<file path="config.mk">
export PLATFORM = sky130hd
export DESIGN_NAME = speck_key_sched
export DESIGN_NICKNAME = d
export VERILOG_FILES = /design/src/hw/rtl/speck_pkg.sv /design/src/hw/rtl/speck_key_sched.sv
export SDC_FILE = /design/constraint.sdc
export NUM_CORES = 1
export LEC_CHECK = 0
export BUFFER_PORTS_ARGS = -buffer_cell sky130_fd_sc_hd__buf_2
export CAP_MARGIN = 15
export CORE_MARGIN = 2
export CORE_UTILIZATION = 45
export DETAILED_ROUTE_END_ITERATION = 12
export PLACE_DENSITY = 0.68
export REMOVE_ABC_BUFFERS = 1
export SYNTH_ARGS = -nofsm -noshare
export SYNTH_HDL_FRONTEND = slang
export SYNTH_SLANG_ARGS = --single-unit
</file>
<file path="constraint.sdc">
create_clock -name clk -period 8.9 [get_ports clk]
set_clock_uncertainty 0.05 [all_clocks]
set_input_delay 1.335 -clock clk [delete_from_list [all_inputs] [get_ports clk]]
set_output_delay 1.335 -clock clk [all_outputs]
set_load 0.03 [all_outputs]
</file>
<file path="src/hw/rtl/speck_pkg.sv">
// ============================================================================
// speck_pkg
// Shared types, constants and rotate helpers for the Speck 48/96 cipher.
// ============================================================================
`default_nettype none

package speck_pkg;

  localparam int unsigned WORD_W      = 24;
  localparam int unsigned BLOCK_W     = 2 * WORD_W;
  localparam int unsigned ROUND_COUNT = 23;
  localparam int unsigned ROT_A       = 8;
  localparam int unsigned ROT_B       = 3;
  localparam int unsigned CFG_IDX_W   = 2;
  localparam int unsigned STEP_W      = (ROUND_COUNT > 2) ? $clog2(ROUND_COUNT) : 1;

  // register indexes of the configuration port
  localparam logic [CFG_IDX_W-1:0] REG_KEY_LOW  = CFG_IDX_W'(0);
  localparam logic [CFG_IDX_W-1:0] REG_KEY_HIGH = CFG_IDX_W'(1);

  localparam logic REQ_DECRYPT = 1'b1;

  typedef logic [WORD_W-1:0]  word_t;
  typedef logic [BLOCK_W-1:0] block_t;
  typedef word_t [ROUND_COUNT-1:0] rk_table_t;

  // one pipeline slot
  typedef struct packed {
    logic  valid;
    logic  dec;
    word_t x;
    word_t y;
  } stage_t;

  function automatic word_t rotr(word_t v, int unsigned r);
    logic [2*WORD_W-1:0] d;
    d = {v, v} >> r;
    return d[WORD_W-1:0];
  endfunction

  function automatic word_t rotl(word_t v, int unsigned r);
    return rotr(v, WORD_W - r);
  endfunction

endpackage

`default_nettype wire

</file>
<file path="src/hw/rtl/speck_key_sched.sv">
// ============================================================================
// speck_key_sched
// Key registers and iterative round key expansion, one round key per cycle.
// ============================================================================
`default_nettype none

module speck_key_sched (
  input  wire logic                             clk,
  input  wire logic                             rst,
  input  wire logic                             cfg_valid,
  output logic                                  cfg_ready,
  input  wire logic [speck_pkg::CFG_IDX_W-1:0]  cfg_index,
  input  wire logic [speck_pkg::BLOCK_W-1:0]    cfg_data,
  output logic                                  running,
  output speck_pkg::rk_table_t                  rk_table
);

  localparam logic [speck_pkg::STEP_W-1:0] LAST_STEP =
    speck_pkg::STEP_W'((speck_pkg::ROUND_COUNT > 1) ? speck_pkg::ROUND_COUNT - 2 : 0);
  localparam logic NEED_EXP = (speck_pkg::ROUND_COUNT > 1);

  speck_pkg::block_t key_low;
  speck_pkg::block_t key_high;
  speck_pkg::block_t key_low_next;
  speck_pkg::block_t key_high_next;
  speck_pkg::block_t seed_low;
  speck_pkg::block_t seed_high;
  logic [speck_pkg::STEP_W-1:0] step;
  logic [speck_pkg::STEP_W-1:0] step_plus;
  speck_pkg::word_t kw;
  speck_pkg::word_t kw_next;
  speck_pkg::word_t l0;
  speck_pkg::word_t l1;
  speck_pkg::word_t l2;
  speck_pkg::word_t t;
  logic cfg_fire;
  logic cfg_hit;
  logic load;

  assign cfg_ready = !running;
  assign cfg_fire  = cfg_valid && cfg_ready;
  assign cfg_hit   = cfg_fire &&
                     (cfg_index == speck_pkg::REG_KEY_LOW || cfg_index == speck_pkg::REG_KEY_HIGH);
  assign load      = rst || cfg_hit;

  always_comb begin
    key_low_next  = key_low;
    key_high_next = key_high;
    if (cfg_fire && cfg_index == speck_pkg::REG_KEY_LOW) begin
      key_low_next = cfg_data;
    end
    if (cfg_fire && cfg_index == speck_pkg::REG_KEY_HIGH) begin
      key_high_next = cfg_data;
    end
  end

  // reset expands the all-zero key
  assign seed_low  = rst ? '0 : key_low_next;
  assign seed_high = rst ? '0 : key_high_next;

  assign step_plus = step + speck_pkg::STEP_W'(1);
  assign t         = (speck_pkg::rotr(l0, speck_pkg::ROT_A) + kw) ^ speck_pkg::WORD_W'(step);
  assign kw_next   = speck_pkg::rotl(kw, speck_pkg::ROT_B) ^ t;

  always_ff @(posedge clk) begin
    if (rst) begin
      key_low  <= '0;
      key_high <= '0;
      running  <= NEED_EXP;
      step     <= '0;
    end else if (cfg_fire) begin
      key_low  <= key_low_next;
      key_high <= key_high_next;
      if (cfg_hit) begin
        running <= NEED_EXP;
        step    <= '0;
      end
    end else if (running) begin
      step <= step_plus;
      if (step == LAST_STEP) begin
        running <= 1'b0;
      end
    end
  end

  always_ff @(posedge clk) begin
    if (load) begin
      kw          <= seed_low[speck_pkg::WORD_W-1:0];
      l0          <= seed_low[speck_pkg::BLOCK_W-1:speck_pkg::WORD_W];
      l1          <= seed_high[speck_pkg::WORD_W-1:0];
      l2          <= seed_high[speck_pkg::BLOCK_W-1:speck_pkg::WORD_W];
      rk_table[0] <= seed_low[speck_pkg::WORD_W-1:0];
    end else if (running) begin
      kw                  <= kw_next;
      l0                  <= l1;
      l1                  <= l2;
      l2                  <= t;
      rk_table[step_plus] <= kw_next;
    end
  end

endmodule

`default_nettype wire

</file>
==> results.cfg <==
[status]
outcome = completed

[route]
routed_wl_um = 86000
first_pass_iters = 5
drtIter0Drc = 1685
vias = 17900
via_per_inst = 5.57
avgRoutedWirePerCell_um = 26.7
drcViolationCount = 0
antenna_left = 0

[floorplan]
initial_core_util_pct = 45.6
dieArea_um2 = 63300
core_um2 = 60500
io_pins = 607
die_w_um = 252
die_y_um = 252
row_count = 90

[worst_setup_path]
worstPathRequired_ns = 9.33
r2r_start = kw[11]$_DFFE_PP_
end_kind = register
path_class = input port to register
cp_slowest_cell = buf_4
r2r_setup_slack_ns = 4.87
crit_family = buffers and inverters
critPathArrivalTime_ns = 4.54
critPathMaxFanout = 85
r2r_end = rk_table[231]$_DFFE_PP_
crit_start = cfg_index[1]
path_cells = buf_2 -> nand2b_1 -> nor2_4 -> buf_4 -> buf_4 -> and2_1 -> buf_4 -> nand2_1 -> a21oi_1 -> a21oi_1 -> nor2_1
start_kind = input port
path_common_cell = buf_4
cpPeakStageDelay_ns = 0.76
path_buf_inv = 4
r2r_cells = 8

[worst_hold_path]
min_to = key_high[24]$_SDFFE_PP0P_
hp-start = key_high[24]$_SDFFE_PP0P_
hold_path.class = register to register
hold_depth = 2

[power_and_ir_drop]
p_seq_share_pct = 48.4
intPower_mw = 6.87
p_sw_share_pct = 30.2
switchingPower_mw = 2.97
power_density_nw_per_um2 = 287
peakVddDrop_mv = 0.178
comb_power_share_pct = 19.4
p_leak_nw = 12.9
p_clk_share_pct = 32.2
power.total_mw = 9.83

[grt]
track_usage_pct = 26.3
grt_max_degree = 95
grt_pass1_wl_um = 120000
grt_pass1_vias = 16900
antenna_found_initial = 3
grt_overflow = 0

[sta]
final-hold-violation-count = 0
max_slew_margin_pct = 20.9
fin_crit_ns = 4.11
tightest_slew_ns = 1.18
fmax_mhz = 243
setup_violations = 0
slew_viol_final = 0
fin_crit_sh_pct = 46.2
rsz0062_at_grt = no

[synth]
ys_top_cells_by_area = edfxtp_1 (71%), dfxtp_1 (7.4%), mux2i_1 (3.0%), a211oi_1 (2.9%), nand2_1 (2.7%)
yosysMostFrequentCell = edfxtp_1
ys.flop_type = edfxtp_1
yosys.area.top_type_share_pct = 70.5
yosys.area.top_type = edfxtp_1
synth_seq_area_share_pct = 77.9
synth.avg_cell_area_um2 = 15.7
syn_inst = 1755
ys_ff_latch = 750
async_flop_share_pct = 0
synth_edf_count = 648
synthTopCellsByCount = edfxtp_1 (648), nand2_1 (197), nor2_1 (141)
yosys_warnings = 0
ys_types = 67
syn_area_um2 = 27600

[finish]
area_delta_synth_final_pct = 24.2
nets = 2456
fin_cells = 3222
drive_above_1_share_pct = 32.8
fill_cells = 4725

[clock_tree]
hold_buffers = 0
cts_buffers = 76
tritoncts = built
cts_root_buffer = clkbuf_16
insertion_delay_ns = 0.64
cts_sinks = 750
post_cts_buffers = 0
htreeDepth = 3
clk_path_buf_depth = 3
cts.clk_slew.worst_paths_ns = 0.06
cts_resized = 0

[placed_design]
finalWeightedCongestion = 0.895
post-place-cells = 3078
portBuffers = 606
place_hpwl_um = 57800

[run]
cap_violations = 0
## cell families (layout without fill, tap and decap cells)
kind of cell / count (synthesis) / after routing / share of synthesized area [%]
AND/OR/NAND/NOR: 424 / 424 / 6.58
adder cells (fa/ha/maj): 28 / 28 / 1.30
flip-flops: 750 / 750 / 77.9
other: 0 / 2 / 0
multiplexers: 82 / 82 / 2.98
AO/OA/AOI/OAI: 300 / 300 / 7.47
buffers and inverters: 118 / 801 / 1.69
XOR/XNOR: 53 / 53 / 2.05
## cell usage in the layout, fill, tap and decap left out, types with 6 or more instances in the layout
cell type | Yosys | routed
o21ai_0 | 16 | 16
nor2_4 | 1 | 24
dfxtp_1 | 102 | 102
nand2_1 | 197 | 196
nand4_1 | 10 | 10
inv_1 | 27 | 27
nor3_1 | 11 | 10
xnor2_1 | 32 | 27
xor2_1 | 14 | 9
clkinv_2 | 0 | 9
clkinv_1 | 0 | 15
edfxtp_1 | 648 | 648
mux2i_1 | 82 | 82
nand2b_1 | 7 | 6
clkbuf_1 | 67 | 21
clkbuf_16 | 0 | 79
nor2_1 | 141 | 117
a211oi_1 | 108 | 108
ha_1 | 27 | 27
a21oi_1 | 116 | 115
nor2b_1 | 28 | 28
o22ai_1 | 8 | 8
buf_4 | 3 | 27
buf_2 | 4 | 604
## final cells by class
| cell class | count | area [um2] | area share, % |
|---|---|---|---|
| Sequential cell | 750 | 21500 | 62.8 |
| Timing Repair Buffer | 633 | 3260 | 9.51 |
| Inverter | 27 | 101 | 0.296 |
| Clock buffer | 103 | 2100 | 6.12 |
| Multi-Input combinational cell | 887 | 5910 | 17.2 |
| Clock inverter | 38 | 408 | 1.19 |
| Tap cell | 782 | 978 | 2.86 |
| Antenna cell | 2 | 5.00 | 0.0146 |
## power groups by stage
stage	registers, mW	clock network [mW]	logic [mW]
2_1_floorplan	4.94	0	0.781
3_3_place_gp	4.83	0	1.84
3_5_place_dp	4.83	0	1.89
4_1_cts	4.76	3.20	1.90
5_1_grt	4.78	3.35	2.00
6_report	4.76	3.17	1.90
## routing by layer
metal / up-vias / track usage [%] / wire length [um] / part of all wire [%]
li1: 7811 / - / - / -
met3: 124 / 4.58 / 6300 / 7.3
met5: - / 0 / 0 / 0
met4: 0 / 9.13 / 2670 / 3.1
met2: 887 / 45.0 / 43600 / 51
met1: 9122 / 33.8 / 33500 / 39
## worst max path at each step
stage	to	slack (ns)	cells past startpoint
5_1_grt	l2[12]$_DFFE_PP_	4.58	11
3_3_place_gp	l2[12]$_DFFE_PP_	4.29	11
6_report	l2[12]$_DFFE_PP_	4.79	11
2_1_floorplan	l2[16]$_DFFE_PP_	-0.62	5
3_5_place_dp	l2[12]$_DFFE_PP_	4.20	11
4_1_cts	l2[12]$_DFFE_PP_	4.86	11
## state kept, by name (all words and copies together), names as in the netlist
| name | cells |
|---|---|
| running | 1 |
| step | 5 |
| l1 | 24 |
| rk_table | 552 |
| kw | 24 |
| key_high | 48 |
| l2 | 24 |
| key_low | 48 |
| l0 | 24 |
## metrics by stage
stage / cell area (um2) / setup TNS, ns / hold WS [ns] / setup slack, ns / util (%)
global route: 34300 / 0 / 0.417 / 4.58 / 56.6
finish: 34300 / 0 / 0.398 / 4.79 / 56.6
floorplan: 27200 / -15.05 / 0.376 / -0.617 / -
global placement: 31700 / 0 / 0.388 / 4.29 / 52.5
CTS: 34200 / 0 / 0.402 / 4.86 / 56.6
detailed placement: 31700 / 0 / 0.394 / 4.20 / 52.5
## worst register-to-register path, stage by stage (launching register included)
cell	delay, ns
edfxtp_1	0.44
ha_1	0.53
and4_1	0.30
and2_1	0.17
o2111ai_2	0.20
and4_4	0.25
a2111oi_2	0.66
xor2_1	0.45
inv_1	0.52
Note: power is estimated with default switching activity, not from simulation.
