### src/hw/rtl/speck_pkg.sv
// ============================================================================
// speck_pkg
// Shared types, constants and rotate helpers for the Speck 48/96 cipher.
// ============================================================================
`default_nettype none

package speck_pkg;

  localparam int unsigned WORD_W      = 24;
  localparam int unsigned BLOCK_W     = 2 * WORD_W;
  localparam int unsigned ROUND_COUNT = 23;
  localparam int unsigned ROT_A       = 8;
  localparam int unsigned ROT_B       = 3;
  localparam int unsigned CFG_IDX_W   = 2;
  localparam int unsigned STEP_W      = (ROUND_COUNT > 2) ? $clog2(ROUND_COUNT) : 1;

  // register indexes of the configuration port
  localparam logic [CFG_IDX_W-1:0] REG_KEY_LOW  = CFG_IDX_W'(0);
  localparam logic [CFG_IDX_W-1:0] REG_KEY_HIGH = CFG_IDX_W'(1);

  localparam logic REQ_DECRYPT = 1'b1;

  typedef logic [WORD_W-1:0]  word_t;
  typedef logic [BLOCK_W-1:0] block_t;
  typedef word_t [ROUND_COUNT-1:0] rk_table_t;

  // one pipeline slot
  typedef struct packed {
    logic  valid;
    logic  dec;
    word_t x;
    word_t y;
  } stage_t;

  function automatic word_t rotr(word_t v, int unsigned r);
    logic [2*WORD_W-1:0] d;
    d = {v, v} >> r;
    return d[WORD_W-1:0];
  endfunction

  function automatic word_t rotl(word_t v, int unsigned r);
    return rotr(v, WORD_W - r);
  endfunction

endpackage

`default_nettype wire

### src/hw/rtl/speck_round.sv
// ============================================================================
// speck_round
// One registered cipher round, encrypt or decrypt per slot.
// ============================================================================
`default_nettype none

module speck_round (
  input  wire logic              clk,
  input  wire logic              rst,
  input  speck_pkg::stage_t      din,
  input  speck_pkg::word_t       rk_enc,
  input  speck_pkg::word_t       rk_dec,
  output speck_pkg::stage_t      dout
);

  speck_pkg::word_t ex;
  speck_pkg::word_t ey;
  speck_pkg::word_t dx;
  speck_pkg::word_t dy;

  always_comb begin
    ex = (speck_pkg::rotr(din.x, speck_pkg::ROT_A) + din.y) ^ rk_enc;
    ey = speck_pkg::rotl(din.y, speck_pkg::ROT_B) ^ ex;
    dy = speck_pkg::rotr(din.y ^ din.x, speck_pkg::ROT_B);
    dx = speck_pkg::rotl((din.x ^ rk_dec) - dy, speck_pkg::ROT_A);
  end

  // only the valid bit is reset; the data follows it unconditionally
  always_ff @(posedge clk) begin
    if (rst) begin
      dout.valid <= 1'b0;
    end else begin
      dout.valid <= din.valid;
    end
    dout.dec <= din.dec;
    if (din.dec == speck_pkg::REQ_DECRYPT) begin
      dout.x <= dx;
      dout.y <= dy;
    end else begin
      dout.x <= ex;
      dout.y <= ey;
    end
  end

endmodule

`default_nettype wire

### config.mk
export PLATFORM = sky130hd
export DESIGN_NAME = speck_round
export DESIGN_NICKNAME = d
export VERILOG_FILES = /design/src/hw/rtl/speck_pkg.sv /design/src/hw/rtl/speck_round.sv
export SDC_FILE = /design/constraint.sdc
export NUM_CORES = 1
export LEC_CHECK = 0
export BUFFER_PORTS_ARGS = -buffer_cell sky130_fd_sc_hd__buf_2
export CORE_MARGIN = 2
export CORE_UTILIZATION = 29
export CTS_BUF_LIST = sky130_fd_sc_hd__clkbuf_8
export DETAILED_ROUTE_END_ITERATION = 8
export SLEW_MARGIN = 20
export SYNTH_ARGS = -nofsm -noshare
export SYNTH_HDL_FRONTEND = slang
export SYNTH_SLANG_ARGS = --single-unit
export TNS_END_PERCENT = 30
### constraint.sdc
create_clock -name clk -period 3 [get_ports clk]
set_input_delay 0.45 -clock clk [delete_from_list [all_inputs] [get_ports clk]]
set_output_delay 0.45 -clock clk [all_outputs]
set_load 0.05 [all_outputs]
==> flow_metrics.py, run 1 <==
metrics = {
    "power": {
        "clock_power_share": 0.113,
        "total_design_power_mw": 3.66,
        "power.switching_fraction": 0.503,
        "cell_internal_pwr_mw": 1.82,
        "power.density_cell_area_nw_per_um2": 597,
        "total_net_switching_power_mw": 1.84,
        "static-leakage-power_nw": 2.82,
        "seq_power_share": 0.243,
        "worst_ir_drop_vdd_uv": 206,
        "power.share.combinational": 0.644,
    },
    "global_routing": {
        "vias_in_the_first_global_route": 4694,
        "maximum_number_of_pins_on_one_net_before_global_route_repair": 33,
        "grt.overflow.total": 0,
        "grt_antenna_before_repair": 0,
        "globalRouteTotalUtil": 0.206,
        "global_route_wire_length_before_repair_mm": 27.2,
    },
    "clocking": {
        "clk_pin_slew_worst_paths_ns": 0.11,
        "cts.hold.buffers_added": 0,
        "tritoncts_num_sinks": 50,
        "htree_num_levels": 2,
        "numCtsBuffers": 5,
        "postCtsResizedCells": 0,
        "clockBufferDepth": 2,
        "root_buffer": "clkbuf_8",
        "cts_post_setup_buffers_inserted": 0,
        "tritoncts": "built",
    },
    "route": {
        "detail_route.iter0.violations": 343,
        "wirelength_mm": 18.1,
        "route.detailed.vias_per_inst": 4.96,
        "drc": 0,
        "route.vias.total": 4784,
        "final_antenna_net_count": 0,
        "detailedRoute.firstPassIterationCount": 5,
        "routedWlPerCell_um": 18.8,
    },
    "critical_path": {
        "family_of_cells_with_the_greatest_summed_delay_on_the_critical_path": "compound AO/OA/AOI/OAI gates",
        "arrival_ns": 2.94,
        "cp_num_buf_inv": 2,
        "worstSetupPathType": "in -> reg",
        "critical-path-slowest-cell": "fa_1",
        "crit_path_max_incr_delay_ns": 0.39,
        "startpoint_type": "primary input",
        "timing.critical_path.to_type": "flop",
        "critical_path.max_fanout": 3,
        "cp_cell_sequence": "buf_2, xor2_1, ha_1, inv_1, fa_1, a211oi_1, nor2_1, a31oi_2, a21oi_1, o41ai_2, o21ai_1, xnor2_1, mux2i_1",
        "timing.critical_path.required_ns": 3.19,
    },
    "sta": {
        "setup_violations": 0,
        "timing.final.ws_setup_ns": 0.254,
        "max_clk_rate_ghz": 0.364,
        "unrepaired_setup_endpoints_after_global_routing": "false",
        "hold-worst-slack_ns": 0.278,
        "max_slew.worst_pin.slew_ns": 0.721,
        "timing.slew.headroom": 0.519,
        "timing_hold_violations_final": 0,
        "period_utilization_post_route": 0.915,
        "min_period_ns": 2.75,
        "final-max-slew-violation-count": 0,
    },
    "layout": {
        "final-seq-area_um2": 1000,
        "area_overhead_of_the_layout_relative_to_synthesis_pct": 29.8,
        "most_frequent_standard_cell_in_the_layout_excluding_fill_and_tap_cells": "buf_2",
        "antenna_cells_inserted": 0,
        "final_layout_size_suffix_gt1_frac": 0.295,
        "multi_input_area_um2": 3630,
        "top_register": "dout",
        "layout_top_registers": "dout x50",
        "post_layout_nonfiller_instances": 964,
        "num-fill-cells": 1695,
        "largest_register_ff_count": 50,
        "nNetsFinal": 895,
        "utilization": 0.386,
        "most-common-layout-cells": "149 x buf_2, 84 x xnor2_1, 62 x a21oi_1",
    },
    "logic_synthesis": {
        "synthesized_area_fraction_occupied_by_ao_oa_aoi_and_oai_cells": 0.228,
        "number_of_synthesized_flops_with_an_enable_pin": 0,
        "post-synth-top-area-fraction": 0.212,
        "yosysSeqAreaShare": 0.212,
        "largest_cells_by_area_after_synthesis": "dfxtp_1 21%, xnor2_1 16%, ha_1 12%, xor2_1 9.8%, a21oi_1 6.6%",
        "synth_area_um2": 4720,
        "post_synth_fa_ha_maj_area_fraction": 0.130,
        "synth_mux_area_frac": 0.0299,
        "post_synthesis_sequential_element_count": 50,
        "synthCells": 558,
        "synthesis.nets": 706,
        "yosysWarningCount": 0,
        "post_synth_xor_area_fraction": 0.263,
        "yosysTopAreaCell": "dfxtp_1",
        "post_synth_and_or_nand_nor_area_fraction": 0.117,
        "synthFlopType": "dfxtp_1",
        "asyncSetResetFlopFracSynth": 0,
        "dominant_combinational_cell_family_by_area_after_synthesis": "XOR/XNOR gates",
        "number_of_distinct_standard_cells_referenced_by_the_synthesized_netlist": 59,
        "syn_avg_cell_area_um2": 8.46,
    },
    "placement": {
        "dpl.hpwl_mm": 15.8,
        "place_ws_ns": -0.0580,
        "final_replace_weighted_congestion": 0.950,
        "post-place-cells": 956,
        "buffer_ports.inserted": 149,
    },
    "floorplan": {
        "core-area_um2": 15900,
        "design.die.area_um2": 17300,
        "floorplan.initialDensity": 0.297,
        "floorplan.die.width_um": 132,
        "std_cell_rows": 46,
        "die_h_um": 132,
        "floorplan.io_pins": 150,
    },
    "min_path": {
        "hp-class": "in -> reg",
    },
    "status": {
        "run_status": "finished, final reports clean",
    },
    "run": {
        "maxcap_viol_count": 0,
    },
}
[power groups by stage]
stage	logic [mW]	clock network [mW]	registers (mW)
6_report	2.36	0.413	0.891
3_5_place_dp	2.34	0	0.908
5_1_grt	2.52	0.442	0.907
3_3_place_gp	2.34	0	0.907
2_1_floorplan	0.998	0	1.52
4_1_cts	2.35	0.426	0.892
[final cells by class]
class,count,area share
clock inverter,3,0.00286
clock buffer,5,0.0112
tap,216,0.0441
sequential,50,0.163
inverter,12,0.00735
timing repair buffer,196,0.179
multi-input combinational,482,0.592
[stage by stage]
step	instance area, µm²	TNS, ns
final	6130	0
after global routing	6130	0
after floorplan	4720	0
after detailed placement	6040	-0.107
after global placement	6040	-0.0166
after CTS	6120	0
[synth_stat cells, types with 2 or more instances]
| cell | instances |
|---|---|
| clkbuf_1 | 13 |
| and4_1 | 3 |
| o41ai_2 | 2 |
| nor2b_1 | 2 |
| nand3_1 | 8 |
| a21oi_1 | 62 |
| nand4_1 | 6 |
| a211oi_1 | 5 |
| dfxtp_1 | 50 |
| nor2_1 | 44 |
| o21a_1 | 4 |
| nor3_1 | 6 |
| o21ai_1 | 13 |
| and3_1 | 2 |
| or2_2 | 2 |
| xnor2_1 | 84 |
| xor2_1 | 53 |
| mux2i_1 | 13 |
| and2_1 | 3 |
| nand2_1 | 34 |
| o22ai_1 | 2 |
| a31oi_1 | 6 |
| inv_1 | 12 |
| a21oi_2 | 4 |
| o21bai_1 | 3 |
| a211o_1 | 3 |
| a21o_1 | 18 |
| fa_1 | 2 |
| ha_1 | 46 |
| nand2b_1 | 4 |
| o2111ai_1 | 2 |
| o21ai_0 | 19 |
| or3_1 | 2 |
[worst paths after layout]
check             cells after the start     from       end  slack, ns
hold / removal                        2      rst  dout[49]       0.28
setup / recovery                     13  din[27]  dout[30]       0.25
[metal layers]
| layer | global-route usage | up-vias | part of all wire |
|---|---|---|---|
| li1 | - | 2357 | - |
| met1 | 0.270 | 2162 | 0.43 |
| met2 | 0.344 | 227 | 0.46 |
| met3 | 0.0305 | 38 | 0.075 |
| met4 | 0.0719 | 0 | 0.033 |
| met5 | 0 | - | 0 |
[cells by family (layout without fill, tap and decap cells)]
| kind of cell | Yosys count | in the layout |
|---|---|---|
| AO/OA/AOI/OAI | 161 | 161 |
| XOR/XNOR | 139 | 139 |
| adder cells (fa/ha/maj) | 48 | 48 |
| buffers and inverters | 26 | 216 |
| flip-flops | 50 | 50 |
| multiplexers | 14 | 14 |
| AND/OR/NAND/NOR | 120 | 120 |
Note: power is estimated with default switching activity, not from simulation.
==> run 2, diff against run 1 <==
--- a/config.mk
+++ b/config.mk
@@ -5,6 +5,7 @@
 export SDC_FILE = /design/constraint.sdc
 export NUM_CORES = 1
 export LEC_CHECK = 0
+export ABC_AREA = 1
 export BUFFER_PORTS_ARGS = -buffer_cell sky130_fd_sc_hd__buf_2
 export CORE_MARGIN = 2
 export CORE_UTILIZATION = 29
==> run 2 against run 1 <==
Non-clock buffer count shrank 41. Sequential share of layout area shrank 1.8 points. Count of clock-buffer cells in the layout is 2 higher. First-iteration DRC count is 68% higher. Setup slack better by 0.28 ns. Largest power group unchanged. Routed wire length is 31% higher. Total power decreased by 3.1%. Clock power is 14% higher. Sequential power shrank 5.2%. Synthesized area up 21%. Critical path type unchanged.
==> flow_metrics.py, run 2 <==
metrics = {
    "status": {
        "run_status": "finished, final reports clean",
    },
    "route": {
        "final_antenna_net_count": 0,
        "routedWlPerCell_um": 17.6,
        "route.vias.total": 6435,
        "detailedRoute.firstPassIterationCount": 8,
        "wirelength_mm": 23.7,
        "drc": 0,
        "route.detailed.vias_per_inst": 4.77,
        "detail_route.iter0.violations": 577,
    },
    "global_routing": {
        "grt.overflow.total": 0,
        "grt_util_met2": 0.397,
        "grtUsageMet1": 0.291,
        "vias_in_the_first_global_route": 6153,
        "globalRouteTotalUtil": 0.229,
        "grt_antenna_before_repair": 0,
        "maximum_number_of_pins_on_one_net_before_global_route_repair": 45,
        "globalRoute.busiestLayer": "met2",
        "global_route_wire_length_before_repair_mm": 35.0,
        "gr-usage-met3": 0.0212,
    },
    "floorplan": {
        "design.die.area_um2": 20800,
        "floorplan.initialDensity": 0.295,
        "floorplan.die.width_um": 144,
        "core-area_um2": 19300,
        "std_cell_rows": 51,
        "floorplan.io_pins": 150,
        "die_h_um": 144,
    },
    "logic_synthesis": {
        "yosysTopAreaCell": "nand2_1",
        "synthesis.nets": 1080,
        "post-synth-top-area-fraction": 0.189,
        "synthCells": 932,
        "yosysSeqAreaShare": 0.176,
        "synth_common_cells": "287 x nand2_1, 126 x inv_1, 84 x nand3_1, 69 x xor2_1, 57 x nor2_1",
        "syn_avg_cell_area_um2": 6.11,
        "yosys.cell_count.top_type": "nand2_1",
        "synthFlopType": "dfxtp_1",
        "number_of_distinct_standard_cells_referenced_by_the_synthesized_netlist": 38,
        "yosysWarningCount": 0,
        "asyncSetResetFlopFracSynth": 0,
        "synth_area_um2": 5690,
        "largest_cells_by_area_after_synthesis": "nand2_1 19%, dfxtp_1 18%, xor2_1 11%, ha_1 10%, inv_1 8.3%",
        "post_synthesis_sequential_element_count": 50,
        "number_of_synthesized_flops_with_an_enable_pin": 0,
    },
    "min_path": {
        "hp-class": "in -> reg",
    },
    "clocking": {
        "tritoncts": "built",
        "numCtsBuffers": 5,
        "cts_post_setup_buffers_inserted": 0,
        "htree_num_levels": 2,
        "cts.hold.buffers_added": 0,
        "postCtsResizedCells": 0,
        "root_buffer": "clkbuf_8",
        "tritoncts_num_sinks": 50,
        "clockBufferDepth": 2,
        "clk_pin_slew_worst_paths_ns": 0.10,
    },
    "placement": {
        "post-place-cells": 1341,
        "final_replace_weighted_congestion": 1.00,
        "buffer_ports.inserted": 149,
        "dpl.hpwl_mm": 20.8,
    },
    "layout": {
        "final_layout_size_suffix_gt1_frac": 0.187,
        "area_overhead_of_the_layout_relative_to_synthesis_pct": 20.7,
        "most_frequent_standard_cell_in_the_layout_excluding_fill_and_tap_cells": "nand2_1",
        "nNetsFinal": 1231,
        "largest_register_ff_count": 50,
        "top_register": "dout",
        "utilization": 0.355,
        "most-common-layout-cells": "287 x nand2_1, 149 x buf_2, 126 x inv_1",
        "antenna_cells_inserted": 0,
        "num-fill-cells": 2225,
        "post_layout_nonfiller_instances": 1349,
        "layout_top_registers": "dout x50",
    },
    "critical_path": {
        "timing.critical_path.required_ns": 3.22,
        "worstSetupPathType": "in -> reg",
        "cp_cell_sequence": "buf_2, xor2_1, ha_1, inv_1, fa_1, nand2_1, nand2_1, nand3b_1, nand2_2, nand3_1, nand2_1, nand3_1, nand3_1, nand3_1, nand2_1",
        "startpoint_type": "primary input",
        "arrival_ns": 2.69,
        "critical-path-slowest-cell": "fa_1",
        "critical_path.max_fanout": 4,
        "crit_path_max_incr_delay_ns": 0.43,
        "timing.critical_path.to_type": "flop",
    },
    "sta": {
        "setup_violations": 0,
        "min_period_ns": 2.47,
        "period_utilization_post_route": 0.822,
        "max_slew.worst_pin.slew_ns": 0.596,
        "timing.slew.headroom": 0.600,
        "max_clk_rate_ghz": 0.406,
        "timing_hold_violations_final": 0,
        "final-max-slew-violation-count": 0,
        "tns_ns": 0,
        "unrepaired_setup_endpoints_after_global_routing": "false",
    },
    "power": {
        "worst_ir_drop_vdd_uv": 184,
        "total_design_power_mw": 3.55,
        "static-leakage-power_nw": 3.78,
        "power.density_cell_area_nw_per_um2": 516,
    },
    "run": {
        "maxcap_viol_count": 0,
    },
}
run 2: cell types whose count changed in the layout (fill, tap and decap cells not counted), sizes merged, moves of 25 or more:
cell,before,now
nand3,8,87
nand2,34,303
xnor2,85,24
inv,13,131
a21oi,66,41
buf,196,155
run 2: area by class of cell:
cell class              instances  area (µm²)  share of cell area
multi-input cells             738        4150               0.603
repair buffers                155         791               0.115
flip-flops and latches         50        1000               0.146
well taps                     265         332              0.0482
clock buffers                   7        96.3              0.0140
inverters                     133         499              0.0726
clock inverters                 1        8.76             0.00127
run 2: worst max-delay path, delay by kind of cell:
| family | cells | cell delay (ns) |
|---|---|---|
| fa+ha+maj | 2 | 0.64 |
| simple gates | 10 | 1.04 |
| buf+inv | 2 | 0.32 |
| xor+xnor | 1 | 0.21 |
run 2: per-layer routing:
| layer | wire length [µm] | vias up |
|---|---|---|
| li1 | - | 3263 |
| met1 | 10300 | 2915 |
| met2 | 11300 | 216 |
| met3 | 1110 | 41 |
| met4 | 1040 | 0 |
| met5 | 0 | - |
run 2: through the flow:
stage	instance area, µm²	worst slack, ns	hold slack (ns)
4_1_cts	6870	0.577	0.254
5_1_grt	6870	0.353	0.271
3_3_place_gp	6770	0.231	0.607
2_1_floorplan	5690	0.938	0.478
6_report	6870	0.535	0.269
3_5_place_dp	6770	0.229	0.611
run 2: report_power, final:
| group | internal (mW) | switching (mW) |
|---|---|---|
| sequential | 0.805 | 0.0395 |
| combinational | 0.636 | 1.60 |
| clock | 0.212 | 0.258 |
| total | 1.65 | 1.89 |
run 2: kinds of logic after synthesis:
kind of cell	count (synthesis)	synth area share
AOI/OAI and AO/OA	95	0.0892
adders and majority gates	48	0.108
buffers and inverters	144	0.0962
and+or+nand+nor	501	0.385
DFF	50	0.176
xor gates and xnor gates	94	0.146
run 2: final timing paths:
check / from / end / cells after the start
setup / recovery: din[27] / dout[42] / 15
hold / removal: rst / dout[49] / 2
